### config.mk
export PLATFORM = sky130hd
export DESIGN_NAME = sha256_stream_hasher
export DESIGN_NICKNAME = d
export VERILOG_FILES = /design/src/hdl/shs_pkg.sv /design/src/hdl/shs_datapath.sv /design/src/hdl/shs_ctrl.sv /design/src/hdl/sha256_stream_hasher.sv
export VERILOG_INCLUDE_DIRS = /design/src /design/src/hdl
export SDC_FILE = /design/constraint.sdc
export NUM_CORES = 2
export LEC_CHECK = 0
export BUFFER_PORTS_ARGS = -buffer_cell sky130_fd_sc_hd__buf_2
export CAP_MARGIN = 25
export CORE_MARGIN = 2
export CORE_UTILIZATION = 45
export DETAILED_ROUTE_END_ITERATION = 7
export SLEW_MARGIN = 30
export SYNTH_ARGS = -nofsm -noshare
export SYNTH_HDL_FRONTEND = slang
export SYNTH_SLANG_ARGS = --single-unit
### constraint.sdc
create_clock -name i_clk -period 20 [get_ports i_clk]
set_clock_uncertainty 0.1 [all_clocks]
set_input_delay 2 -clock i_clk [delete_from_list [all_inputs] [get_ports i_clk]]
set_output_delay 2 -clock i_clk [all_outputs]
set_load 0.01 [all_outputs]
### src/hdl/sha256_stream_hasher_defines.svh
// Assertion macros for the SHA-256 stream hasher.
// Used by the top level; expects i_clk and i_rst_n in scope.
`ifndef SHA256_STREAM_HASHER_DEFINES_SVH
`define SHA256_STREAM_HASHER_DEFINES_SVH

// same-cycle implication, checked out of reset
`define SHS_ASSERT_IMP(lbl, ante, cons) \
    lbl: assert property (@(posedge i_clk) disable iff (!i_rst_n) (ante) |-> (cons)) \
        else $error("shs assertion failed");

// next-cycle implication, checked out of reset
`define SHS_ASSERT_NXT(lbl, ante, cons) \
    lbl: assert property (@(posedge i_clk) disable iff (!i_rst_n) (ante) |=> (cons)) \
        else $error("shs assertion failed");

`endif

### src/hdl/shs_pkg.sv
// Package for the SHA-256 stream hasher: item types, command/status structs,
// round constants, initial hash values and the sigma functions. No dependencies.
`timescale 1ns / 1ps
`default_nettype none
package shs_pkg;

    localparam logic OP_ABSORB = 1'b0;
    localparam logic OP_FINISH = 1'b1;

    localparam logic [1:0] BSEL_IN    = 2'd0;
    localparam logic [1:0] BSEL_PAD80 = 2'd1;
    localparam logic [1:0] BSEL_ZERO  = 2'd2;
    localparam logic [1:0] BSEL_LEN   = 2'd3;

    localparam logic [7:0] PAD_BYTE    = 8'h80;
    localparam logic [5:0] FILL_LAST   = 6'd63;
    localparam logic [5:0] FILL_LENPOS = 6'd56;
    localparam logic [5:0] RND_LAST    = 6'd63;
    localparam logic [2:0] IDX_LAST    = 3'd7;
    localparam logic [63:0] BLOCK_BITS = 64'd512;

    typedef struct packed {
        logic       op;
        logic [7:0] byte_value;
    } t_in_item;

    typedef struct packed {
        logic [31:0] digest_word;
        logic [2:0]  word_index;
        logic        last_word;
    } t_out_item;

    typedef struct packed {
        logic       wr_byte;
        logic [1:0] byte_sel;
        logic       latch_total;
        logic       load_v;
        logic       count_blk;
        logic       round;
        logic [5:0] rnd_idx;
        logic       add_h;
        logic       init_h;
        logic [2:0] out_idx;
    } t_cmd;

    typedef struct packed {
        logic [5:0] fill;
    } t_stat;

    localparam logic [31:0] H_INIT [8] = '{
        32'h6a09e667, 32'hbb67ae85, 32'h3c6ef372, 32'ha54ff53a,
        32'h510e527f, 32'h9b05688c, 32'h1f83d9ab, 32'h5be0cd19
    };

    localparam logic [31:0] K_ROUND [64] = '{
        32'h428a2f98, 32'h71374491, 32'hb5c0fbcf, 32'he9b5dba5,
        32'h3956c25b, 32'h59f111f1, 32'h923f82a4, 32'hab1c5ed5,
        32'hd807aa98, 32'h12835b01, 32'h243185be, 32'h550c7dc3,
        32'h72be5d74, 32'h80deb1fe, 32'h9bdc06a7, 32'hc19bf174,
        32'he49b69c1, 32'hefbe4786, 32'h0fc19dc6, 32'h240ca1cc,
        32'h2de92c6f, 32'h4a7484aa, 32'h5cb0a9dc, 32'h76f988da,
        32'h983e5152, 32'ha831c66d, 32'hb00327c8, 32'hbf597fc7,
        32'hc6e00bf3, 32'hd5a79147, 32'h06ca6351, 32'h14292967,
        32'h27b70a85, 32'h2e1b2138, 32'h4d2c6dfc, 32'h53380d13,
        32'h650a7354, 32'h766a0abb, 32'h81c2c92e, 32'h92722c85,
        32'ha2bfe8a1, 32'ha81a664b, 32'hc24b8b70, 32'hc76c51a3,
        32'hd192e819, 32'hd6990624, 32'hf40e3585, 32'h106aa070,
        32'h19a4c116, 32'h1e376c08, 32'h2748774c, 32'h34b0bcb5,
        32'h391c0cb3, 32'h4ed8aa4a, 32'h5b9cca4f, 32'h682e6ff3,
        32'h748f82ee, 32'h78a5636f, 32'h84c87814, 32'h8cc70208,
        32'h90befffa, 32'ha4506ceb, 32'hbef9a3f7, 32'hc67178f2
    };

    function automatic logic [31:0] ror(input logic [31:0] x, input int n);
        ror = (x >> n) | (x << (32 - n));
    endfunction

    function automatic logic [31:0] big_s0(input logic [31:0] x);
        big_s0 = ror(x, 2) ^ ror(x, 13) ^ ror(x, 22);
    endfunction

    function automatic logic [31:0] big_s1(input logic [31:0] x);
        big_s1 = ror(x, 6) ^ ror(x, 11) ^ ror(x, 25);
    endfunction

    function automatic logic [31:0] sml_s0(input logic [31:0] x);
        sml_s0 = ror(x, 7) ^ ror(x, 18) ^ (x >> 3);
    endfunction

    function automatic logic [31:0] sml_s1(input logic [31:0] x);
        sml_s1 = ror(x, 17) ^ ror(x, 19) ^ (x >> 10);
    endfunction

endpackage
`default_nettype wire

### src/hdl/shs_datapath.sv
// Datapath of the SHA-256 stream hasher: byte gathering, schedule shift line,
// round registers, chaining words and length counters. Uses shs_pkg.
`timescale 1ns / 1ps
`default_nettype none
module shs_datapath (
    input  wire logic            i_clk,
    input  wire logic            i_rst_n,
    input  wire shs_pkg::t_cmd   i_cmd,
    input  wire logic [7:0]      i_byte,
    output shs_pkg::t_stat       o_stat,
    output shs_pkg::t_out_item   o_item
);
    import shs_pkg::*;

    logic [31:0] r_h [8];
    logic [31:0] r_v [8];
    logic [31:0] r_w [16];
    logic [23:0] r_word;
    logic [5:0]  r_fill;
    logic [63:0] r_bitlen;
    logic [63:0] r_total;

    logic [7:0]  byte_mux;
    logic [31:0] w_new;
    logic [31:0] t1;
    logic [31:0] t2;
    logic [5:0]  len_base;

    assign len_base = {~r_fill[2:0], 3'b000};

    always_comb begin
        case (i_cmd.byte_sel)
            BSEL_IN:    byte_mux = i_byte;
            BSEL_PAD80: byte_mux = PAD_BYTE;
            BSEL_ZERO:  byte_mux = 8'h00;
            default:    byte_mux = r_total[len_base +: 8];
        endcase
    end

    assign w_new = sml_s1(r_w[14]) + r_w[9] + sml_s0(r_w[1]) + r_w[0];
    assign t1 = r_v[7] + big_s1(r_v[4]) + ((r_v[4] & r_v[5]) ^ (~r_v[4] & r_v[6]))
              + K_ROUND[i_cmd.rnd_idx] + r_w[0];
    assign t2 = big_s0(r_v[0])
              + ((r_v[0] & r_v[1]) ^ (r_v[0] & r_v[2]) ^ (r_v[1] & r_v[2]));

    // control-like state: fill, length, chaining words
    always_ff @(posedge i_clk) begin
        if (!i_rst_n) begin
            r_fill   <= '0;
            r_bitlen <= '0;
            for (int i = 0; i < 8; i++) r_h[i] <= H_INIT[i];
        end else begin
            if (i_cmd.wr_byte) r_fill <= r_fill + 6'd1;
            if (i_cmd.init_h) begin
                r_bitlen <= '0;
                for (int i = 0; i < 8; i++) r_h[i] <= H_INIT[i];
            end else begin
                if (i_cmd.count_blk) r_bitlen <= r_bitlen + BLOCK_BITS;
                if (i_cmd.add_h)
                    for (int i = 0; i < 8; i++) r_h[i] <= r_h[i] + r_v[i];
            end
        end
    end

    // payload: word gather, schedule, working variables
    always_ff @(posedge i_clk) begin
        if (i_cmd.latch_total) r_total <= r_bitlen + {55'd0, r_fill, 3'b000};
        if (i_cmd.wr_byte) begin
            r_word <= {r_word[15:0], byte_mux};
            if (r_fill[1:0] == 2'b11) begin
                for (int i = 0; i < 15; i++) r_w[i] <= r_w[i+1];
                r_w[15] <= {r_word, byte_mux};
            end
        end else if (i_cmd.round) begin
            for (int i = 0; i < 15; i++) r_w[i] <= r_w[i+1];
            r_w[15] <= w_new;
        end
        if (i_cmd.load_v) begin
            for (int i = 0; i < 8; i++) r_v[i] <= r_h[i];
        end else if (i_cmd.round) begin
            r_v[7] <= r_v[6];
            r_v[6] <= r_v[5];
            r_v[5] <= r_v[4];
            r_v[4] <= r_v[3] + t1;
            r_v[3] <= r_v[2];
            r_v[2] <= r_v[1];
            r_v[1] <= r_v[0];
            r_v[0] <= t1 + t2;
        end
    end

    assign o_stat.fill        = r_fill;
    assign o_item.digest_word = r_h[i_cmd.out_idx];
    assign o_item.word_index  = i_cmd.out_idx;
    assign o_item.last_word   = (i_cmd.out_idx == IDX_LAST);

endmodule
`default_nettype wire

### src/hdl/shs_ctrl.sv
// Controller of the SHA-256 stream hasher: sequences absorb, padding,
// 64 rounds, chaining update and digest output. Uses shs_pkg.
`timescale 1ns / 1ps
`default_nettype none
module shs_ctrl (
    input  wire logic            i_clk,
    input  wire logic            i_rst_n,
    input  wire logic            i_in_valid,
    input  wire logic            i_in_op,
    output logic                 o_in_ready,
    output logic                 o_out_valid,
    input  wire logic            i_out_ready,
    input  wire shs_pkg::t_stat  i_stat,
    output shs_pkg::t_cmd        o_cmd
);
    import shs_pkg::*;

    localparam logic [2:0] ST_IDLE  = 3'd0;
    localparam logic [2:0] ST_PAD   = 3'd1;
    localparam logic [2:0] ST_ROUND = 3'd2;
    localparam logic [2:0] ST_ADDH  = 3'd3;
    localparam logic [2:0] ST_OUT   = 3'd4;

    logic [2:0] r_state, n_state;
    logic [5:0] r_rnd, n_rnd;
    logic [2:0] r_idx, n_idx;
    logic       r_first, n_first;
    logic       r_lenok, n_lenok;
    logic       r_final, n_final;
    logic       r_padding, n_padding;
    logic       lenok_now;

    always_ff @(posedge i_clk) begin
        if (!i_rst_n) begin
            r_state   <= ST_IDLE;
            r_rnd     <= '0;
            r_idx     <= '0;
            r_first   <= 1'b0;
            r_lenok   <= 1'b0;
            r_final   <= 1'b0;
            r_padding <= 1'b0;
        end else begin
            r_state   <= n_state;
            r_rnd     <= n_rnd;
            r_idx     <= n_idx;
            r_first   <= n_first;
            r_lenok   <= n_lenok;
            r_final   <= n_final;
            r_padding <= n_padding;
        end
    end

    // length fits this block when the 0x80 byte lands before byte 56
    assign lenok_now = r_first ? (i_stat.fill < FILL_LENPOS) : r_lenok;

    always_comb begin
        n_state     = r_state;
        n_rnd       = r_rnd;
        n_idx       = r_idx;
        n_first     = r_first;
        n_lenok     = r_lenok;
        n_final     = r_final;
        n_padding   = r_padding;
        o_cmd       = '0;
        o_cmd.rnd_idx = r_rnd;
        o_cmd.out_idx = r_idx;
        o_in_ready  = 1'b0;
        o_out_valid = 1'b0;
        unique case (r_state)
            ST_IDLE: begin
                o_in_ready = 1'b1;
                if (i_in_valid) begin
                    if (i_in_op == OP_ABSORB) begin
                        o_cmd.wr_byte  = 1'b1;
                        o_cmd.byte_sel = BSEL_IN;
                        if (i_stat.fill == FILL_LAST) begin
                            o_cmd.load_v    = 1'b1;
                            o_cmd.count_blk = 1'b1;
                            n_rnd     = '0;
                            n_final   = 1'b0;
                            n_padding = 1'b0;
                            n_state   = ST_ROUND;
                        end
                    end else begin
                        o_cmd.latch_total = 1'b1;
                        n_first   = 1'b1;
                        n_lenok   = 1'b0;
                        n_padding = 1'b1;
                        n_state   = ST_PAD;
                    end
                end
            end
            ST_PAD: begin
                o_cmd.wr_byte = 1'b1;
                if (r_first)
                    o_cmd.byte_sel = BSEL_PAD80;
                else if (r_lenok && (i_stat.fill >= FILL_LENPOS))
                    o_cmd.byte_sel = BSEL_LEN;
                else
                    o_cmd.byte_sel = BSEL_ZERO;
                n_first = 1'b0;
                n_lenok = lenok_now;
                if (i_stat.fill == FILL_LAST) begin
                    o_cmd.load_v = 1'b1;
                    n_rnd   = '0;
                    n_final = lenok_now;
                    n_state = ST_ROUND;
                end
            end
            ST_ROUND: begin
                o_cmd.round = 1'b1;
                n_rnd = r_rnd + 6'd1;
                if (r_rnd == RND_LAST) n_state = ST_ADDH;
            end
            ST_ADDH: begin
                o_cmd.add_h = 1'b1;
                if (r_final) begin
                    n_idx   = '0;
                    n_state = ST_OUT;
                end else if (r_padding) begin
                    n_lenok = 1'b1;
                    n_state = ST_PAD;
                end else begin
                    n_state = ST_IDLE;
                end
            end
            ST_OUT: begin
                o_out_valid = 1'b1;
                if (i_out_ready) begin
                    n_idx = r_idx + 3'd1;
                    if (r_idx == IDX_LAST) begin
                        o_cmd.init_h = 1'b1;
                        n_final   = 1'b0;
                        n_padding = 1'b0;
                        n_state   = ST_IDLE;
                    end
                end
            end
            default: n_state = ST_IDLE;
        endcase
    end

endmodule
`default_nettype wire

### src/hdl/sha256_stream_hasher.sv
// Top level of the SHA-256 stream hasher: controller plus datapath.
// Depends on shs_pkg, shs_ctrl, shs_datapath and the defines header.
//
//  channel | direction | handshake                     | payload
//  --------+-----------+-------------------------------+------------------------------
//  in      | into      | i_in_valid / o_in_ready       | i_in_item  (op, byte_value)
//  out     | out of    | o_out_valid / i_out_ready     | o_out_item (digest_word,
//          |           |                               |   word_index, last_word)
//
// Each absorb item writes one byte; the 64th byte of a block then starts the
// 64-round loop and then the chaining add, both run by the single shared round
// unit. A finish item walks the padding one byte a cycle up to the block end,
// runs one or two compressions, then offers the eight digest words, one per
// cycle while i_out_ready is high.
// Input is held off (o_in_ready low) during rounds, padding and output; a
// stalled output word simply holds. Reset is synchronous and restores the
// initial hash values with zero fill and zero length.
`timescale 1ns / 1ps
`default_nettype none
`include "sha256_stream_hasher_defines.svh"
module sha256_stream_hasher (
    input  wire logic                i_clk,
    input  wire logic                i_rst_n,
    input  wire logic                i_in_valid,
    output logic                     o_in_ready,
    input  wire shs_pkg::t_in_item   i_in_item,
    output logic                     o_out_valid,
    input  wire logic                i_out_ready,
    output shs_pkg::t_out_item       o_out_item
);
    import shs_pkg::*;

    t_cmd  cmd;
    t_stat stat;

    // sequencer: owns state, round and word counters
    shs_ctrl u_ctrl (
        .i_clk       (i_clk),
        .i_rst_n     (i_rst_n),
        .i_in_valid  (i_in_valid),
        .i_in_op     (i_in_item.op),
        .o_in_ready  (o_in_ready),
        .o_out_valid (o_out_valid),
        .i_out_ready (i_out_ready),
        .i_stat      (stat),
        .o_cmd       (cmd)
    );

    // datapath: gather, schedule, rounds, chaining words
    shs_datapath u_dp (
        .i_clk   (i_clk),
        .i_rst_n (i_rst_n),
        .i_cmd   (cmd),
        .i_byte  (i_in_item.byte_value),
        .o_stat  (stat),
        .o_item  (o_out_item)
    );

    // no input item taken while the digest is being offered
    `SHS_ASSERT_IMP(a_no_in_during_out, o_out_valid, !o_in_ready)
    // a full block always starts compression, blocking input next cycle
    `SHS_ASSERT_NXT(a_block_starts_rounds,
        i_in_valid && o_in_ready && (i_in_item.op == OP_ABSORB) && (stat.fill == FILL_LAST),
        !o_in_ready)
    // taking the last digest word returns the block to idle
    `SHS_ASSERT_NXT(a_last_word_to_idle,
        o_out_valid && i_out_ready && o_out_item.last_word, o_in_ready && !o_out_valid)

endmodule
`default_nettype wire
[Word-level counts from Yosys, hierarchy flattened]
Memory sizes are Yosys's and may differ from the RTL's. A register that Yosys moved wholly into a read port is not among the register bits.
Index checks and enable logic that the tools add are counted.
Word-level totals
  ROM bits: 2048
  logic and storage cells: 268
  bits in writable memories: 1024
  output and inout bits: 38
  register bits: 174
  input bits: 13
  memories kept: 4
Memories
  (no name shown): depth 64, bits a word 32, rd ports 1, clocked after Yosys merged registers in 0, write ports 0, RTL line shs_datapath.sv:42  | + K_ROUND[i_cmd.rnd_idx] + r_w[0];
  u_dp.r_w: depth 16, bits a word 32, rd ports 16, clocked after Yosys merged registers in 0, write ports 16, RTL line shs_datapath.sv:17  | logic [31:0] r_w [16];
  u_dp.r_h: depth 8, bits a word 32, rd ports 9, clocked after Yosys merged registers in 1, write ports 8, RTL line shs_datapath.sv:15  | logic [31:0] r_h [8];
  u_dp.r_v: depth 8, bits a word 32, rd ports 8, clocked after Yosys merged registers in 0, write ports 8, RTL line shs_datapath.sv:16  | logic [31:0] r_v [8];
Operators by class
  eq/ne operators: 22
  $lt $le $gt $ge: 3
  bitwise gates (word level): 70
  $add $sub $neg: 23
  mux-type cells: 117
  shift-type cells: 1
  reductions and logical operators: 17
Operators by type and width (count)
  32-bit two-way mux: 42
  32-bit adder: 18
  32-bit XOR: 9
  32-bit bitwise AND: 5
  64-bit by 10-bit adder with 64-bit output, second input constant: 1
  64-bit by 9-bit adder with 64-bit output: 1
  64-bit by 7-bit indexed part select with 8-bit output: 1
  1-bit two-way mux: 46
  1-bit OR: 40
  3-bit two-way mux: 12
  32-bit NOT: 1
  10-bit by 32-bit OR with 32-bit output: 1
  13-bit by 32-bit OR with 32-bit output: 1
  14-bit by 32-bit OR with 32-bit output: 1
  15-bit by 32-bit OR with 32-bit output: 1
  19-bit by 32-bit OR with 32-bit output: 1
  21-bit by 32-bit OR with 32-bit output: 1
  25-bit by 32-bit OR with 32-bit output: 1
  26-bit by 32-bit OR with 32-bit output: 1
  30-bit by 32-bit OR with 32-bit output: 1
  7-bit by 32-bit OR with 32-bit output: 1
  32-bit by 22-bit XOR with 32-bit output: 1
  32-bit by 29-bit XOR with 32-bit output: 1
  6-bit two-way mux: 4
  34 further kinds: 61

[Depth between registers and ports, before layout]
An unclocked memory read counts as a cell.
  depth in word-level cells: 10
  gate-level depth with buffers: 38
  depth with buffers taken out: 37

[Cells and area by module]
Synthesis repeated with hierarchy kept, for this count alone.
Unflattened totals
  cells, all modules: 6472
  area, all modules: 71109.4 um^2
Modules (own cells, without submodules)
  shs_datapath: area each 70256.1 um^2, times used 1, cells an instance 6373
  shs_ctrl: area each 853.3 um^2, times used 1, cells an instance 99

[Worst setup path before layout]
Ideal clock, no wire load.
  path type: in2reg
  from: input port i_in_valid
  to: memory u_dp.r_w[0][0], enable pin
  setup slack: 3174 ps
  arrival time: 15825 ps
  stages on the path: 6
  setup time: 901 ps
  data required time: 18999 ps
  cells stage by stage: nor2b_1 nor2_1 nor3_1 nand2_1 clkbuf_1 nand2_1
RTL lines
  start, declared: RTL line sha256_stream_hasher.sv:24  | input wire logic i_in_valid,
  end, declared: RTL line shs_datapath.sv:17

==> summary.txt <==
Yosys
  – Library cells used by synthesis: 100
  – Synth area leaders: edfxtp_1 46%, ha_1 7.0%, fa_1 5.5%, nand2_1 5.4%, xnor2_1 4.8%
  – Main combinational cell family by area after synthesis: adder cells
  – Commonest cells in the netlist: 1077 x edfxtp_1, 1021 x nand2_1, 399 x ha_1, 387 x xnor2_1, 365 x nor2_1
  – EDFF count, synth: 1077
  – Syn Area/Cell: 11.1 sq um
  – Cell Area, Synth: 70900 sq um
  – Syn Nets: 7024
  – Synth Area in XOR/XNOR: 0.0744
  – Most numerous cell in the Yosys netlist: edfxtp_1
  – Post-synth ARST share: 0
  – Synth Register Bits: 1189
  – Yosys top cell area share: 0.456
  – Post-synthesis mux area share: 0.0399
  – Yosys warning count: 0
  – Cell accounting for the most synthesized area: edfxtp_1
  – Synth Area in Adders: 0.129
  – Cells after synthesis: 6417
  – Simple-gate area share of the yosys netlist: 0.122
  – Synth Area in Compound Gates: 0.117
  – Register area share after synthesis: 0.488
  – Ys flop type: edfxtp_1

Worst setup path
  – Slowest CP cell: ha_1
  – FF-to-FF path depth: 35
  – R2R Path Start: u_ctrl.r_rnd[1]$_SDFFE_PN0P_
  – R2r endpoint: u_dp.r_v[0][31]$_DFFE_PP_
  – Startpoint Class: register
  – Crit Path Max Fanout: 23
  – Signal arrival time at the worst endpoint: 10.73 ns
  – CP max stage delay: 0.71 ns
  – Critical Path RT: 20.41 ns
  – CP Class: register to register
  – Top cell by count, worst path: fa_1
  – Nature of the critical path endpoint: register
  – Register-to-register setup slack: 9.68 ns

Clock network
  – Post_cts resized: 0
  – CTS H-Tree Depth: 4
  – Clock sink count: 1189
  – Worst-Skew Late Latency: 0.77 ns
  – Clock Root Buffer: clkbuf_16
  – Clock tree buffer depth: 3
  – Cts bufs inserted: 134
  – CTS tree: done
  – Setup Fix Bufs, Post-CTS: 0
  – Hold buffers post-CTS: 0
  – CTS clk-pin slew, worst paths: 0.06 ns

Timing
  – TNS Setup: 0 ns
  – Worst-Margin Slew: 1.04 ns
  – Period minus WS final: 10.32 ns
  – Slew Viols, Final: 0
  – Setup violators final: 0
  – RSZ-0062 raised after global routing: no
  – Final hold vios: 0
  – Max Fclk: 96.9 MHz
  – Crit share post-route: 0.516
  – Max transition margin: 0.299

Placed design
  – Post-DP HPWL: 160000 microns
  – GPL Wtd Cong: 0.937
  – Port buffer count: 50
  – Area after DPL: 73300 sq um

Cells and area
  – Filler Cell Count: 14018
  – Design area: 77700 sq um
  – Area growth syn-to-layout: 9.61%
  – Util after Layout: 0.497
  – Nets: 6998
  – Layout cell share with drive strength beyond 1: 0.0746
  – Ant. Diodes: 0

Outcome
  – Status: finished, final reports clean

Routing
  – DRT Pass-1 Iters: 6
  – DR iter-0 viols: 5617
  – Post-route DRC: 0
  – Routed Antenna Nets: 0
  – Via count: 50262
  – Final WL: 214000 microns
  – Average wire per standard cell: 25.0 microns
  – Routed vias/inst: 5.87

Global routing
  – GRT Total Usage: 0.262
  – GR Util met3: 0.0348
  – Overflow after GRT: 0
  – First-pass GRT wire length: 317000 microns
  – Routing usage on met1: 0.390
  – Antenna violations before repair: 11
  – Vias in the first global route: 47649
  – Met2 Usage GRT: 0.400
  – Largest net degree at the start of global routing: 202
  – Most used routing layer: met2

Floorplan
  – Die area: 161000 sq um
  – Initial Util: 0.453
  – Core box area: 156000 sq um
  – Die height: 401 microns
  – Die width: 401 microns
  – Rows: 145
  – IO Count: 51

Power
  – IR Drop Worst-Case VDD: 0.0755 mV
  – PwrDens: 70.6 nW/um^2
  – Pleak: 0.0287 uW

Min path
  – WHS Endpoint: u_dp.r_w[11][21]$_DFFE_PP_
  – Hold Crit Depth: 0
  – Hold Crit Start: u_dp.r_w[12][21]$_DFFE_PP_
  – HP Class: register to register

Job
  – Maxcap violations: 0
-- final cells by class --
cell class,instances,area (sq um),area share
clock buffers,173,3610,0.0465
clock inverters,71,797,0.0103
inverters,290,1100,0.0142
multi-input cells,4665,34300,0.441
flip-flops and latches,1189,34600,0.445
well taps,2058,2570,0.0331
repair buffers,111,785,0.0101
-- layer usage --
layer	share of wire	routed length [microns]
met1	0.45	96800
met2	0.44	95100
met3	0.075	16000
met4	0.030	6370
met5	0.00010	22
-- cells in the final DEF (no fill, tap or decap), types with 49 or more instances in the layout --
cell type,netlist,routed
nand2b_1,66,66
a211oi_1,49,49
or3_1,57,57
o21ai_1,108,109
mux4_2,84,84
buf_4,5,54
nand2_1,1021,1017
xor2_1,211,211
fa_1,195,195
buf_2,3,50
clkbuf_16,0,135
xnor2_1,387,387
dfxtp_1,112,105
nor2_1,365,363
o21a_1,60,60
a21oi_1,362,362
edfxtp_1,1077,1077
a21o_1,150,150
nor2b_1,65,65
o21ai_0,260,259
ha_1,399,399
mux2i_1,50,50
nand3_1,96,96
nor3_1,94,92
inv_1,287,284
-- metrics by stage --
step	hold slack, ns	worst slack (ns)	power, uW	instances
floorplan	0.300	3.17	2980	6417
detailed placement	0.305	9.82	3050	8312
global route	0.303	8.95	5650	8557
finish	0.301	9.68	5490	8557
global placement	0.300	9.79	3050	8310
CTS	0.297	9.77	5530	8556
-- logic make-up after synthesis --
kind of cell | after synthesis
AOI/OAI and AO/OA | 1319
xor gates and xnor gates | 600
adders and majority gates | 620
buffers and inverters | 563
DFF | 1189
muxes | 173
and+or+nand+nor | 1953
-- worst max-delay path, delay by kind of cell, from the launching register on --
kind | cells | cell delay, ns
compound gates | 16 | 3.48
xor+xnor | 3 | 0.52
fa+ha+maj | 8 | 3.66
buf+inv | 3 | 0.77
flops | 1 | 0.30
simple gates | 5 | 1.21
-- worst max path at each step --
stage                                 to                    startpoint  slack [ns]
3_5_place_dp   u_dp.r_v[0][31]$_DFFE_PP_  u_ctrl.r_rnd[1]$_SDFFE_PN0P_        9.82
6_report       u_dp.r_v[0][31]$_DFFE_PP_  u_ctrl.r_rnd[1]$_SDFFE_PN0P_        9.68
3_3_place_gp   u_dp.r_v[0][31]$_DFFE_PP_  u_ctrl.r_rnd[1]$_SDFFE_PN0P_        9.79
2_1_floorplan   u_dp.r_w[0][0]$_DFFE_PP_                    i_in_valid        3.17
4_1_cts        u_dp.r_v[0][31]$_DFFE_PP_  u_ctrl.r_rnd[1]$_SDFFE_PN0P_        9.77
5_1_grt        u_dp.r_v[0][31]$_DFFE_PP_  u_ctrl.r_rnd[1]$_SDFFE_PN0P_        8.95
-- power by group --
part | switching, uW | internal (uW) | total, uW
combinational | 168 | 102 | 270
clock | 1080 | 1400 | 2480
sequential | 19.4 | 2720 | 2740
total | 1270 | 4220 | 5490
-- state kept, by name, summed over array words and instances (netlist names), named ones only --
name / cells
u_dp.o_stat: 6
u_dp.r_h: 256
u_ctrl.r_lenok: 1
u_ctrl.r_final: 1
u_dp.r_word: 24
u_ctrl.r_first: 1
u_ctrl.r_padding: 1
u_ctrl.r_rnd: 6
u_dp.r_total: 61
u_dp.r_bitlen: 55
u_dp.r_v: 256
u_dp.r_w: 512
u_ctrl.r_idx: 3
u_ctrl.r_state: 3
Power figures use the tool's default switching activity.
